`src/design/byte_rle_pkg.sv`:
```
package byte_rle_pkg;

  // chunk geometry and run limit
  localparam int unsigned CHUNK_ITEMS = 32768;
  localparam int          CODE_W      = 32;
  localparam int          BYTE_W      = 8;
  localparam int          COUNT_W     = 16;
  localparam logic [BYTE_W-1:0]  RUN_CAP   = 8'd255;
  localparam logic [COUNT_W:0]   CHUNK_END = (COUNT_W+1)'(CHUNK_ITEMS);

  // result queue geometry
  localparam int QUEUE_DEPTH = 4;
  localparam int QUEUE_PTR_W = $clog2(QUEUE_DEPTH);
  localparam int QUEUE_CNT_W = $clog2(QUEUE_DEPTH + 1);

  // one encoded pair with its flags
  typedef struct packed {
    logic [BYTE_W-1:0] value;
    logic [BYTE_W-1:0] length;
    logic              last;
    logic              error;
  } rle_pair_t;

  // up to two pairs written by one input item, first in lane a
  typedef struct packed {
    logic      a_valid;
    logic      b_valid;
    rle_pair_t a;
    rle_pair_t b;
  } rle_push_t;

endpackage

```
`src/design/byte_rle_queue.sv`:
```
module byte_rle_queue (
  input  logic                   clk,
  input  logic                   rst_n,
  input  byte_rle_pkg::rle_push_t push,
  output logic                   room,
  output logic                   head_valid,
  output byte_rle_pkg::rle_pair_t head,
  input  logic                   head_take
);
  import byte_rle_pkg::*;

  rle_pair_t              mem_r [QUEUE_DEPTH];
  logic [QUEUE_PTR_W-1:0] wr_ptr_r, wr_ptr_nxt;
  logic [QUEUE_PTR_W-1:0] rd_ptr_r, rd_ptr_nxt;
  logic [QUEUE_CNT_W-1:0] count_r, count_nxt;
  logic                   pop;

  // room for the two pairs that one item can bring
  assign room       = (count_r <= QUEUE_CNT_W'(QUEUE_DEPTH - 2));
  assign head_valid = (count_r != '0);
  assign head       = mem_r[rd_ptr_r];
  assign pop        = head_valid & head_take;

  // pointer and fill arithmetic
  always_comb begin
    wr_ptr_nxt = wr_ptr_r + QUEUE_PTR_W'(push.a_valid) + QUEUE_PTR_W'(push.b_valid);
    rd_ptr_nxt = rd_ptr_r + QUEUE_PTR_W'(pop);
    count_nxt  = count_r + QUEUE_CNT_W'(push.a_valid) + QUEUE_CNT_W'(push.b_valid)
                 - QUEUE_CNT_W'(pop);
  end

  // control registers
  always_ff @(posedge clk) begin
    if (!rst_n) begin
      wr_ptr_r <= '0;
      rd_ptr_r <= '0;
      count_r  <= '0;
    end else begin
      wr_ptr_r <= wr_ptr_nxt;
      rd_ptr_r <= rd_ptr_nxt;
      count_r  <= count_nxt;
    end
  end

  // entry storage, lane b lands behind lane a
  always_ff @(posedge clk) begin
    if (push.a_valid) begin
      mem_r[wr_ptr_r] <= push.a;
    end
    if (push.b_valid) begin
      mem_r[wr_ptr_r + QUEUE_PTR_W'(1)] <= push.b;
    end
  end

endmodule

```
`src/design/byte_run_length_encoder_core.sv`:
```
// Byte run-length encoder for chunks of item codes.
// Input channel in_*: one 32-bit signed item code per transaction. Codes are
// grouped into chunks of CHUNK_ITEMS items, counted from reset.
// Output channel out_*: one (value, length) pair per transaction. out_tlast
// marks the final pair of a chunk, out_tuser carries the sticky out-of-range
// flag of the chunk so far, which a consumer checks on the final pair.
// Runs of equal low bytes are counted up to 255; a differing code or a full
// run closes the pair. The final item of a chunk can close a run and flush
// its own, so it yields two pairs.
// A pair closed by an item is written to the result queue as the item is
// accepted. Throughput: one item per cycle while the queue has room; the
// run compare and chunk count sit in one stage ahead of a four-entry result
// queue, which drains one pair per cycle while out_tready is high.
// Reset (synchronous, rst_n low) clears the open run, item count, error flag
// and result queue; no clearing pass is needed.
// When the receiver stalls, pairs collect in the queue; in_tready drops once
// fewer than two entries are free and returns as the queue drains.
module byte_run_length_encoder_core (
  input  logic        clk,
  input  logic        rst_n,
  input  logic        in_tvalid,
  output logic        in_tready,
  input  logic [31:0] in_tdata,   // [31:0] item_code
  output logic        out_tvalid,
  input  logic        out_tready,
  output logic [15:0] out_tdata,  // [7:0] run_value, [15:8] run_length
  output logic        out_tlast,
  output logic [0:0]  out_tuser   // [0] error
);
  import byte_rle_pkg::*;

  logic [BYTE_W-1:0]  val_r, val_nxt;
  logic [BYTE_W-1:0]  len_r, len_nxt;
  logic [COUNT_W-1:0] seen_r, seen_nxt;
  logic               error_r, error_nxt;

  logic               accept;
  logic [BYTE_W-1:0]  code_byte;
  logic               code_bad;
  logic               err_now;
  logic               extend;
  logic               close_run;
  logic [BYTE_W-1:0]  run_val_upd;
  logic [BYTE_W-1:0]  run_len_upd;
  logic [COUNT_W:0]   seen_inc;
  logic               chunk_end;
  rle_pair_t          closed_pair;
  rle_pair_t          final_pair;
  rle_push_t          push;
  logic               room;
  rle_pair_t          head;

  assign accept    = in_tvalid & in_tready;
  assign in_tready = room;

  // decode the incoming code
  assign code_byte = in_tdata[BYTE_W-1:0];
  assign code_bad  = |in_tdata[CODE_W-1:BYTE_W];
  assign err_now   = error_r | code_bad;

  // run extension or restart
  assign extend      = (len_r != '0) && (code_byte == val_r) && (len_r != RUN_CAP);
  assign close_run   = (len_r != '0) && !extend;
  assign run_val_upd = extend ? val_r : code_byte;
  assign run_len_upd = extend ? (len_r + BYTE_W'(1)) : BYTE_W'(1);

  // chunk position
  assign seen_inc  = {1'b0, seen_r} + (COUNT_W+1)'(1);
  assign chunk_end = (seen_inc >= CHUNK_END);

  // pairs produced by this item
  always_comb begin
    closed_pair = '{value: val_r, length: len_r, last: 1'b0, error: err_now};
    final_pair  = '{value: run_val_upd, length: run_len_upd, last: 1'b1, error: err_now};
    push.a_valid = accept & (close_run | chunk_end);
    push.b_valid = accept & close_run & chunk_end;
    push.a       = close_run ? closed_pair : final_pair;
    push.b       = final_pair;
  end

  // next run state
  always_comb begin
    val_nxt   = val_r;
    len_nxt   = len_r;
    seen_nxt  = seen_r;
    error_nxt = error_r;
    if (accept) begin
      val_nxt   = run_val_upd;
      len_nxt   = chunk_end ? '0 : run_len_upd;
      seen_nxt  = chunk_end ? '0 : seen_inc[COUNT_W-1:0];
      error_nxt = chunk_end ? 1'b0 : err_now;
    end
  end

  always_ff @(posedge clk) begin
    if (!rst_n) begin
      val_r   <= '0;
      len_r   <= '0;
      seen_r  <= '0;
      error_r <= 1'b0;
    end else begin
      val_r   <= val_nxt;
      len_r   <= len_nxt;
      seen_r  <= seen_nxt;
      error_r <= error_nxt;
    end
  end

  // result queue decouples the stalled receiver
  byte_rle_queue u_queue (
    .clk        (clk),
    .rst_n      (rst_n),
    .push       (push),
    .room       (room),
    .head_valid (out_tvalid),
    .head       (head),
    .head_take  (out_tready)
  );

  assign out_tdata = {head.length, head.value};
  assign out_tlast = head.last;
  assign out_tuser = head.error;

endmodule

```
`config.mk`:
```
export PLATFORM = sky130hd
export DESIGN_NAME = byte_run_length_encoder_core
export DESIGN_NICKNAME = d
export VERILOG_FILES = /design/src/design/byte_rle_pkg.sv /design/src/design/byte_rle_queue.sv /design/src/design/byte_run_length_encoder_core.sv
export SDC_FILE = /design/constraint.sdc
export NUM_CORES = 1
export LEC_CHECK = 0
export ABC_CLOCK_PERIOD_IN_PS = 4600
export BUFFER_PORTS_ARGS = -buffer_cell sky130_fd_sc_hd__buf_2
export CORE_UTILIZATION = 55
export CTS_CLUSTER_DIAMETER = 60
export CTS_CLUSTER_SIZE = 14
export DETAILED_ROUTE_END_ITERATION = 6
export PLACE_DENSITY = 0.75
export SLEW_MARGIN = 10
export SYNTH_ARGS = -nofsm -noshare
export SYNTH_HDL_FRONTEND = slang
export SYNTH_SLANG_ARGS = --single-unit
```
`constraint.sdc`:
```
create_clock -name clk -period 4.6 [get_ports clk]
set_input_delay 0.92 -clock clk [delete_from_list [all_inputs] [get_ports clk]]
set_output_delay 0.92 -clock clk [all_outputs]
set_load 0.02 [all_outputs]
```
==> impl_summary.log, run 1 <==
INFO  metric switchingPower = ~930 uW
INFO  metric tritoncts_num_sinks = 112
INFO  metric antenna_viol_nets_final = 0
INFO  metric post_drt_via_cell_ratio = 6.608
INFO  metric seqCellArea = between 0.002 and 0.003 mm2
INFO  metric grtUsageMet2 = 0.4544
INFO  metric final_net_count = 640
INFO  metric grt_setup_unrepaired = false
INFO  metric post-place-ws = 0.8813 ns
INFO  metric syn_nets = 598
INFO  metric synth.lib_cells_used.distinct = 65
INFO  metric status = finished clean
INFO  metric initial_core_util = 0.5639
INFO  metric clk-insertion-delay-late = ~0.38 ns
INFO  metric reg2reg_slack = 0.97 ns
INFO  metric first_drt_pass_iteration_count = 5
INFO  metric tritoncts = yes
INFO  metric core.rowCount = 38
INFO  metric grt_first_pass_wirelength = 24060 um
INFO  metric final.setup_skew = 0.01502 ns
INFO  metric crit_chain = nand4_1 -> or3_1 -> a31oi_2 -> o21ai_0 -> ha_1 -> inv_1 -> fa_1 -> fa_1 -> xnor2_1 -> and2_1
INFO  metric clk_transition_reported_paths = 0.11 ns
INFO  metric powerDensity = 401.5 mW/mm2
INFO  metric routed_vias = 4883
INFO  metric number_of_global_route_vias_before_repair = about 4700
INFO  metric seq_area_frac_synth = 0.4803
INFO  metric layout_worst_path_cycle_share = 0.7902
INFO  metric post_synth_instance_area = approximately 0.006 mm2
INFO  metric synth_common_cells = edfxtp_1, nand2_1, dfxtp_1
INFO  metric drc = 0
INFO  metric critical_path_type = flop to flop
INFO  metric detail_route.wl_per_cell = 20.42 um
INFO  metric setup.worst_path.end_class = flop
INFO  metric synth_seq_cells = approximately 110
INFO  metric hold_path_class = flop to flop
INFO  metric postCtsSetupBuffers = 0
INFO  metric final_period_minus_worst_setup_slack = 3.635 ns
INFO  metric cts_buffers = 9
INFO  metric cts_hold_repair.buffers = 0
INFO  metric grt_overflow_total = 0
INFO  metric die_area = 0.01149 mm2
INFO  metric ioPinCount = 56
INFO  metric synthesis.instances = 552
INFO  metric io_buffers = 55
INFO  metric min_from = val_r[6]
INFO  metric cts.root.buffer_cell = clkbuf_8
INFO  metric first_iter_violations = 459
INFO  metric worst_setup_path_start_kind = flop
INFO  metric totalNegativeSetupSlack = 0 ns
INFO  metric drt_wl_total = approximately 15000 um
INFO  metric synth_area_leader_cell = edfxtp_1
INFO  metric clock.fmax = approximately 0.28 GHz
INFO  metric yosys.cell_count.top_type = edfxtp_1
INFO  metric power.share.clock = 0.251
INFO  metric area_growth_syn_to_layout = 9.457%
INFO  metric irDropWorstVdd = between 0.0002 and 0.0003 V
INFO  metric routabilityCongestion = 0.9118
INFO  metric ctsLongestPathBuffers = 2
INFO  metric number_of_antenna_violations_at_the_first_check_in_global_routing = 0
INFO  metric timing.critical_path.fanout_max = 14
INFO  metric antenna_cells = 0
INFO  metric max-cap-violations = 0
INFO  metric worst_path_max_delay_cell = dfxtp_1
INFO  metric timing.max_slew.rel_slack = 0.1929
INFO  metric timing.critical_path.buf_inv = 1
INFO  metric die_height = 107.2 um
INFO  metric grt_most_used_layer = met2
INFO  metric fillerInstances = 887
INFO  metric core_area = 0.01079 mm2
INFO  metric area_occupied_by_multi_input_gates = 0.002919 mm2
INFO  metric async_flop_share = 0
INFO  metric setup_slack = 0.9651 ns
INFO  metric crit_top_cell = fa_1
INFO  metric switching_share = 0.3468
INFO  metric power.combinational.fraction = 0.302
INFO  metric synthTopCellsByArea = edfxtp_1, dfxtp_1, mux4_2, nand2_1, o22ai_1
INFO  metric die_x = roughly 110 um
INFO  metric cpLargestDelayFamily = adder cells
INFO  metric synth-edff-count = 68
INFO  metric rr_startpoint = len_r[3]
INFO  metric post-synth-top-area-fraction = 0.3355
INFO  metric worstMarginPinSlew = 1.209 ns
INFO  metric ys_warn_count = 0
INFO  metric synth_area_per_inst = roughly 11 um2
INFO  metric critical_path.startpoint = len_r[3]
INFO  metric hold_viol_final = 0
INFO  metric ys_dominant_reg_cell = edfxtp_1
INFO  metric grt_start_max_net_pins = 34
INFO  metric intPower = 1.747 mW
INFO  metric seqPwrFrac = 0.447
INFO  metric global_route.usage.met3 = 0.04559
INFO  metric drive_gt1_frac = 0.2070
INFO  metric critPathRequiredTime = 4.88 ns
INFO  metric grt_util_met1 = 0.3691
INFO  metric post-dp-hpwl = 10670 um
INFO  metric global_route.usage.total = 0.2765
INFO  metric cts.repair.resized = 0
INFO  metric power_leakage = ~2.1 nW
INFO  metric htree_num_levels = 3
INFO  metric p_total = ~2.7 mW
INFO  metric timing.final.setup_violations = 0
INFO  metric cp_data_arrival_time = between 3 and 4 ns
INFO  metric timing_max_transition_violations_final = 0
INFO  metric cpPeakStageDelay = 0.65 ns
-- registers in the layout (all words and copies together), names as in the netlist --
signal and flops:
seen_r 16, error_r 1, u_queue.wr_ptr_r 2, u_queue.rd_ptr_r 2, u_queue.count_r 3, len_r 8, u_queue.mem_r 72, val_r 8
-- final cells by class --
class                      instances  share of cell area
sequential                       112              0.4388
clock buffer                      10             0.01916
clock inverter                     6             0.01484
timing repair buffer              68             0.05597
multi-input combinational        391              0.4382
tap                              140             0.02630
inverter                          12            0.006762
-- per-stage QoR --
| stage | std cells | utilization | instance area, um2 | hold slack [ns] |
|---|---|---|---|---|
| 2_1_floorplan | 552 | - | 6086 | 0.4686 |
| 3_3_place_gp | 723 | 0.5962 | 6435 | 0.4899 |
| 3_5_place_dp | 723 | 0.5962 | 6435 | 0.4849 |
| 4_1_cts | 739 | 0.6172 | 6661 | 0.5006 |
| 5_1_grt | 739 | 0.6172 | 6661 | 0.5265 |
| 6_report | 739 | 0.6172 | 6661 | 0.4995 |
-- final timing paths --
check / depth (start not counted) / endpoint
hold / removal: 2 / val_r[6]
hold reg to reg: 2 / val_r[6]
setup / recovery: 10 / u_queue.count_r[2]
setup reg to reg: 10 / u_queue.count_r[2]
-- power groups by stage --
stage                     logic (mW)  registers [mW]  clock network (mW)
final                          0.808            1.19               0.671
after global routing           0.876            1.20               0.712
after CTS                      0.813            1.19               0.674
after detailed placement       0.812            1.22                   0
after global placement         0.795            1.22                   0
after floorplan                0.609            1.18                   0
-- cell usage in the layout, fill, tap and decap left out, types with 14 or more instances in the layout --
| cell type | count |
|---|---|
| a21oi_1 | 14 |
| a22oi_1 | 21 |
| buf_2 | 55 |
| dfxtp_1 | 44 |
| edfxtp_1 | 68 |
| mux4_2 | 18 |
| nand2_1 | 64 |
| nand3_1 | 16 |
| nand4_1 | 17 |
| nor2_1 | 20 |
| o211ai_1 | 19 |
| o22ai_1 | 29 |
| xor2_1 | 15 |
-- worst reg2reg max path, delay by kind of cell, from the launching register on --
family	cells	cell delay, ns
fa+ha+maj	3	1.09
compound gates	2	0.70
xor+xnor	1	0.14
simple gates	3	0.92
buf+inv	1	0.04
flops	1	0.65
-- routing by layer --
layer,part of all wire,routed length (um)
met1,0.41,6244
met2,0.49,7361
met5,0,0
met3,0.079,1194
met4,0.019,293
-- logic make-up (layout without fill, tap and decap cells) --
group / count (synthesis) / count (layout) / synth area share
buf+inv: 49 / 96 / 0.04132
fa+ha+maj: 10 / 10 / 0.02426
compound gates: 160 / 160 / 0.1920
mux: 20 / 20 / 0.07011
simple gates: 176 / 176 / 0.1560
xor+xnor: 25 / 25 / 0.03598
flops: 112 / 112 / 0.4803
Power figures use the tool's default switching activity.
==> inputs of run 2 (changes only) <==
--- a/config.mk
+++ b/config.mk
@@ -5,7 +5,8 @@
 export SDC_FILE = /design/constraint.sdc
 export NUM_CORES = 1
 export LEC_CHECK = 0
-export ABC_CLOCK_PERIOD_IN_PS = 4600
+export ABC_AREA = 1
+export ABC_CLOCK_PERIOD_IN_PS = 3400
 export BUFFER_PORTS_ARGS = -buffer_cell sky130_fd_sc_hd__buf_2
 export CORE_UTILIZATION = 55
 export CTS_CLUSTER_DIAMETER = 60
==> constraint.sdc (replaced) <==
create_clock -name clk -period 3.4 [get_ports clk]
set_input_delay 0.68 -clock clk [delete_from_list [all_inputs] [get_ports clk]]
set_output_delay 0.68 -clock clk [all_outputs]
set_load 0.02 [all_outputs]
==> impl_summary.log, run 2 <==
INFO  metric die_height = 107.2 um
INFO  metric clock.fmax = 0.3324 GHz
INFO  metric critPathRequiredTime = 3.65 ns
INFO  metric power_leakage = between 2 and 3 nW
INFO  metric synth_common_cells = nand2_1, nor2_1, nand3_1
INFO  metric cts_hold_repair.buffers = 0
INFO  metric die_x = 107.2 um
INFO  metric number_of_global_route_vias_before_repair = 4851
INFO  metric max_flop_register = u_queue.mem_r
INFO  metric ctsLongestPathBuffers = 2
INFO  metric clk_transition_reported_paths = 0.11 ns
INFO  metric timing.critical_path.buf_inv = 3
INFO  metric area_growth_syn_to_layout = 9.429%
INFO  metric post-synth-top-area-fraction = 0.3353
INFO  metric drive_gt1_frac = 0.1373
INFO  metric grt_first_pass_wirelength = 23320 um
INFO  metric timing_max_transition_violations_final = 0
INFO  metric core_area = about 0.011 mm2
INFO  metric ys_warn_count = 0
INFO  metric yosys.cell_count.top_type = nand2_1
INFO  metric cts.repair.resized = 0
INFO  metric timing.critical_path.fanout_max = 19
INFO  metric core.rowCount = 38
INFO  metric post_drt_via_cell_ratio = 5.512
INFO  metric hold_viol_final = 0
INFO  metric cpLargestDelayFamily = adder cells
INFO  metric cts.root.buffer_cell = clkbuf_8
INFO  metric routabilityCongestion = 0.8724
INFO  metric max-cap-violations = 0
INFO  metric critical_path_type = flop to flop
INFO  metric detail_route.wl_per_cell = 14.71 um
INFO  metric rr_worst_depth = 14
INFO  metric synth_area_per_inst = ~7.9 um2
INFO  metric setup.worst_path.end_class = flop
INFO  metric status = finished clean
INFO  metric seqCellArea = 0.002923 mm2
INFO  metric final_core_utilization = 0.6176
INFO  metric tritoncts_num_sinks = 112
INFO  metric drc = 0
INFO  metric cts_buffers = 9
INFO  metric antenna_viol_nets_final = 0
INFO  metric antenna_cells = 0
INFO  metric initial_core_util = 0.5643
INFO  metric seq_area_frac_synth = 0.4799
INFO  metric synth_seq_cells = 112
INFO  metric min_path_cells = 2
INFO  metric async_flop_share = 0
INFO  metric drt_wl_total = 14170 um
INFO  metric post-dp-hpwl = 10050 um
INFO  metric timing.max_slew.rel_slack = 0.4280
INFO  metric powerDensity = 527.1 mW/mm2
INFO  metric fillerInstances = approximately 940
INFO  metric htree_num_levels = 3
INFO  metric fin_hold_ws = between 0.4 and 0.5 ns
INFO  metric grt_setup_unrepaired = false
INFO  metric layout_worst_path_cycle_share = 0.8848
INFO  metric syn_nets = 820
INFO  metric synth.lib_cells_used.distinct = 40
INFO  metric synth_area_leader_cell = edfxtp_1
INFO  metric first_drt_pass_iteration_count = 5
INFO  metric io_buffers = 55
INFO  metric first_iter_violations = 506
INFO  metric synth-edff-count = 68
INFO  metric grt_overflow_total = 0
INFO  metric hold_path_class = flop to flop
INFO  metric post_synth_instance_area = 0.006091 mm2
INFO  metric synthesis.instances = 774
INFO  metric final_cell_mix = nand2_1, nor2_1, nand3_1, edfxtp_1, inv_1
INFO  metric reg2reg_slack = 0.39 ns
INFO  metric routed_vias = 5308
INFO  metric crit_top_cell = inv_1
INFO  metric final_period_minus_worst_setup_slack = 3.008 ns
INFO  metric rr_startpoint = len_r[0]
INFO  metric synthTopCellsByArea = edfxtp_1, dfxtp_1, nand2_1, nand3_1, nor2_1
INFO  metric met1_wirelength = slightly above 6000 um
INFO  metric layout.cells.most_common = nand2_1
INFO  metric number_of_antenna_violations_at_the_first_check_in_global_routing = 0
INFO  metric met2RoutedLength = 6721 um
INFO  metric area_occupied_by_multi_input_gates = 0.002705 mm2
INFO  metric dr_wl_met3 = 1215 um
INFO  metric topRoutingLayerUsed = met4
INFO  metric critical_path.startpoint = len_r[0]
INFO  metric final_cell_count_no_fill = 963
INFO  metric crit_chain = inv_1 -> ha_1 -> nand3_1 -> nor2_2 -> a21oi_4 -> nand2_4 -> nand2_8 -> inv_1 -> ha_1 -> inv_1 -> fa_1 -> fa_1 -> xor2_1 -> nor2_1
INFO  metric tritoncts = yes
INFO  metric die_area = 0.01150 mm2
INFO  metric cp_data_arrival_time = 3.25 ns
INFO  metric worstMarginPinSlew = 0.8559 ns
INFO  metric irDropWorstVdd = 0.0003114 V
INFO  metric largest_reg_flops = between 70 and 80
INFO  metric dp_cells = 947
INFO  metric ys_dominant_reg_cell = edfxtp_1
INFO  metric totalNegativeSetupSlack = 0 ns
INFO  metric timing.final.setup_violations = 0
INFO  metric cpPeakStageDelay = ~0.64 ns
INFO  metric ioPinCount = 56
INFO  metric postCtsSetupBuffers = 0
INFO  metric reg.largest.list = u_queue.mem_r (72), seen_r (16)
INFO  metric clk-insertion-delay-late = 0.37 ns
INFO  metric path_depth = 14
INFO  metric global_route.usage.total = 0.2618
INFO  metric final_net_count = 864
INFO  metric rr_endpoint = u_queue.count_r[2]
INFO  metric worst_path_max_delay_cell = nor2_2
INFO  metric worst_setup_path_endpoint = u_queue.count_r[2]
INFO  metric final.setup_skew = 0.02011 ns
INFO  metric grt_start_max_net_pins = 45
INFO  metric worst_setup_path_start_kind = flop
## run 2: changes by cell type after synthesis, sizes merged, moves of 19 or more
cell / delta
nand2: +107
nor2: +98
nand3: +80
inv: +58
o21ai: +40
a22oi: -22
o211ai: -19
## run 2: report_power, final
part,internal (mW),switching [mW],total [mW]
Sequential,1.52,0.0569,1.58
Combinational,0.368,0.831,1.20
Clock,0.273,0.461,0.734
## run 2: cells by family (layout without fill, tap and decap cells)
family / count (synthesis) / in the layout / synth area share
adder cells (fa/ha/maj): 10 / 10 / 0.02424
buffers and inverters: 112 / 161 / 0.07601
XOR/XNOR: 11 / 11 / 0.01582
flip-flops: 112 / 112 / 0.4799
AND/OR/NAND/NOR: 419 / 419 / 0.3048
AO/OA/AOI/OAI: 110 / 110 / 0.09922
## run 2: worst min-delay path by stage
stage / from / end / slack (ns)
6_report: u_queue.mem_r[0][1] / u_queue.mem_r[0][1] / 0.47
5_1_grt: u_queue.mem_r[0][1] / u_queue.mem_r[0][1] / 0.48
4_1_cts: u_queue.mem_r[0][1] / u_queue.mem_r[0][1] / 0.46
3_5_place_dp: u_queue.mem_r[0][1] / u_queue.mem_r[0][1] / 0.44
3_3_place_gp: u_queue.mem_r[2][1] / u_queue.mem_r[2][1] / 0.44
2_1_floorplan: u_queue.mem_r[2][1] / u_queue.mem_r[2][1] / 0.42
## run 2: cell type report
type | instances | area share
flip-flops and latches | 112 | 0.4385
inverters | 71 | 0.03999
repair buffers | 74 | 0.06270
clock inverters | 7 | 0.008072
multi-input cells | 550 | 0.4059
clock buffers | 9 | 0.01858
well taps | 140 | 0.02628
## run 2: tightest hold or removal path: cells and delay by family (launching register included)
| family | cells | cell delay, ns |
|---|---|---|
| flip-flops | 1 | 0.32 |
| AND/OR/NAND/NOR | 2 | 0.11 |
## run 2: per-layer routing
metal,up-vias,GRT usage
met5,-,0
met4,0,0.07828
met3,15,0.03161
met2,213,0.4263
met1,2414,0.3667
li1,2666,-
## run 2: metrics by stage
stage,total power [mW],instance area [um2],worst slack (ns)
after CTS,3.529,6665,0.3779
final,3.513,6665,0.3916
after global routing,3.744,6665,0.06409
after global placement,2.770,6487,0.3109
after detailed placement,2.813,6487,0.2118
after floorplan,2.453,6091,0.2933
==> inputs of run 3 (changes only) <==
--- a/config.mk
+++ b/config.mk
@@ -5,13 +5,13 @@
 export SDC_FILE = /design/constraint.sdc
 export NUM_CORES = 1
 export LEC_CHECK = 0
-export ABC_AREA = 1
 export ABC_CLOCK_PERIOD_IN_PS = 3400
 export BUFFER_PORTS_ARGS = -buffer_cell sky130_fd_sc_hd__buf_2
 export CORE_UTILIZATION = 55
 export CTS_CLUSTER_DIAMETER = 60
 export CTS_CLUSTER_SIZE = 14
 export DETAILED_ROUTE_END_ITERATION = 6
+export GPL_TIMING_DRIVEN = 0
 export PLACE_DENSITY = 0.75
 export SLEW_MARGIN = 10
 export SYNTH_ARGS = -nofsm -noshare
==> impl_summary.log, run 3 (synthesized netlist as in run 1, its figures left out) <==
INFO  metric switchingPower = 1.353 mW
INFO  metric critical_path_type = flop to flop
INFO  metric number_of_antenna_violations_at_the_first_check_in_global_routing = 0
INFO  metric max_flop_register = u_queue.mem_r
INFO  metric detail_route.wl_per_cell = 21.63 um
INFO  metric initial_core_util = 0.5639
INFO  metric die_height = 107.2 um
INFO  metric power.combinational.fraction = 0.333
INFO  metric cts_buffers = 9
INFO  metric timing.critical_path.fanout_max = 9
INFO  metric post-dp-hpwl = 11590 um
INFO  metric layout.cells.most_common = edfxtp_1
INFO  metric place_area = 0.006536 mm2
INFO  metric power.share.clock = 0.238
INFO  metric cts.root.buffer_cell = clkbuf_8
INFO  metric clk-insertion-delay-late = 0.40 ns
INFO  metric reg.largest.list = u_queue.mem_r (72), seen_r (16)
INFO  metric hold_viol_final = 0
INFO  metric worstMarginPinSlew = about 1.2 ns
INFO  metric first_iter_violations = 450
INFO  metric seqPwrFrac = 0.429
INFO  metric cpPeakStageDelay = 0.53 ns
INFO  metric tritoncts = yes
INFO  metric dr_wl_met3 = 1381 um
INFO  metric totalNegativeSetupSlack = 0 ns
INFO  metric drive_gt1_frac = 0.2452
INFO  metric fillerInstances = 855
INFO  metric routed_vias = 5079
INFO  metric first_drt_pass_iteration_count = 5
INFO  metric rr_endpoint = u_queue.count_r[2]
INFO  metric antenna_viol_nets_final = 0
INFO  metric area_growth_syn_to_layout = 13.77%
INFO  metric worst_setup_path_start_kind = flop
INFO  metric core_area = 0.01079 mm2
INFO  metric rr_startpoint = len_r[7]
INFO  metric critPathRequiredTime = between 3 and 4 ns
INFO  metric routabilityCongestion = around 0.93
INFO  metric drt_wl_total = 16610 um
INFO  metric status = finished clean
INFO  metric antenna_cells = 0
INFO  metric largest_reg_flops = 72
INFO  metric htree_num_levels = 3
INFO  metric core.rowCount = 38
INFO  metric final_cell_count_no_fill = 768
INFO  metric crit_chain = clkbuf_1 -> inv_1 -> or3_1 -> a31oi_4 -> o21ai_2 -> ha_1 -> inv_1 -> fa_1 -> fa_1 -> xnor2_1 -> and2_1
INFO  metric final_period_minus_worst_setup_slack = 3.298 ns
INFO  metric final_net_count = 669
INFO  metric setup.worst_path.end_class = flop
INFO  metric cp_data_arrival_time = 3.61 ns
INFO  metric timing.max_slew.rel_slack = 0.2111
INFO  metric min_from = val_r[6]
INFO  metric critical_path.startpoint = len_r[7]
INFO  metric ctsLongestPathBuffers = 2
INFO  metric dp_cells = 747
INFO  metric met2RoutedLength = 8012 um
INFO  metric die_area = about 0.011 mm2
INFO  metric ioPinCount = 56
INFO  metric min_path_cells = 2
INFO  metric met1_wirelength = 6830 um
INFO  metric power_leakage = around 2.3 nW
INFO  metric grt_overflow_total = 0
INFO  metric io_buffers = 55
INFO  metric rr_worst_depth = 11
INFO  metric number_of_global_route_vias_before_repair = 4866
INFO  metric die_x = 107.2 um
INFO  metric clock.fmax = 0.3032 GHz
INFO  metric fin_area = 0.006924 mm2
INFO  metric holdPathEnd = val_r[6]
INFO  metric grt_first_pass_wirelength = 26060 um
INFO  metric powerDensity = 534.8 mW/mm2
INFO  metric layout_worst_path_cycle_share = 0.9700
INFO  metric reg2reg_slack = between 0.1 and 0.15 ns
INFO  metric final.setup_skew = 0.01189 ns
INFO  metric drc = 0
INFO  metric timing_max_transition_violations_final = 0
INFO  metric tritoncts_num_sinks = about 110
INFO  metric clk_transition_reported_paths = 0.11 ns
INFO  metric final_cell_mix = edfxtp_1, buf_2, nand2_1, dfxtp_1, o22ai_1
INFO  metric switching_share = 0.3654
INFO  metric topRoutingLayerUsed = met4
INFO  metric global_route.usage.total = 0.3045
INFO  metric hold_path_class = flop to flop
INFO  metric irDropWorstVdd = 0.0005564 V
INFO  metric worst_path_max_delay_cell = or3_1
INFO  metric intPower = 2.350 mW
INFO  metric max-cap-violations = 0
INFO  metric grt_start_max_net_pins = 22
INFO  metric post_drt_via_cell_ratio = 6.613
INFO  metric timing.final.setup_violations = 0
run 3: changes by cell type in the layout (fill, tap and decap cells not counted), moves of 13 or more:
| cell | previous run | this run |
|---|---|---|
| a21boi_0 | 0 | 13 |
| a22oi_1 | 0 | 21 |
| clkbuf_1 | 0 | 14 |
| inv_1 | 63 | 12 |
| mux4_2 | 0 | 18 |
| nand2_1 | 165 | 61 |
| nand3_1 | 95 | 16 |
| nor2_1 | 113 | 20 |
| o211ai_1 | 0 | 19 |
| o21ai_0 | 58 | 12 |
run 3: layer usage:
metal,vias to the layer above,global-route usage
li1,2304,-
met1,2465,0.3910
met3,35,0.05532
met4,0,0.1311
met5,-,0
met2,275,0.5051
run 3: critical path, delay by kind of cell, from the launching register on:
kind	cells	cell delay [ns]
AOI/OAI and AO/OA	2	0.42
xor gates and xnor gates	1	0.13
adders and majority gates	3	1.05
buffers and inverters	3	0.62
DFF	1	0.32
and+or+nand+nor	2	0.67
run 3: final cells by class:
type / count / area [um2] / area share
Inverter: 12 / 45.04 / 0.006505
Buffer: 35 / 215.2 / 0.03108
Tap cell: 140 / 175.2 / 0.02530
Sequential cell: 112 / 2927 / 0.4227
Clock inverter: 7 / 96.34 / 0.01391
Multi-Input combinational cell: 391 / 3014 / 0.4353
Timing Repair Buffer: 62 / 327.8 / 0.04734
Clock buffer: 9 / 123.9 / 0.01789
run 3: how the worst max path moves through the flow:
stage	end	slack, ns	cells past startpoint
after floorplan	u_queue.count_r[2]	0.09	10
after global placement	u_queue.count_r[2]	-0.59	11
after detailed placement	u_queue.count_r[2]	-0.66	11
after CTS	u_queue.count_r[2]	-0.05	11
after global routing	u_queue.mem_r[0][2]	-0.04	5
final	u_queue.count_r[2]	0.10	11
run 3: power by group through the flow:
stage | registers (mW) | logic, mW | clock network [mW]
detailed placement | 1.62 | 1.16 | 0
floorplan | 1.60 | 0.824 | 0
global placement | 1.61 | 1.14 | 0
finish | 1.59 | 1.23 | 0.880
CTS | 1.59 | 1.19 | 0.872
global route | 1.60 | 1.33 | 0.921
run 3: timing repair:
item                                    CTS  global route
pin swaps                                 2             3
gates resized for setup                  18            20
endpoints found under the setup margin   82            53
hold buffers                              0             0
setup buffers                             3             4
hold endpoints to repair                  0             0
run 3: per-stage QoR:
stage / power (mW) / setup WS (ns) / util / hold WS, ns
2_1_floorplan: 2.422 / 0.09149 / - / 0.4686
3_3_place_gp: 2.749 / -0.5865 / 0.6056 / 0.4803
3_5_place_dp: 2.775 / -0.6571 / 0.6056 / 0.4845
4_1_cts: 3.653 / -0.05099 / 0.6337 / 0.5014
5_1_grt: 3.855 / -0.04397 / 0.6415 / 0.5262
6_report: 3.703 / 0.1019 / 0.6415 / 0.5013
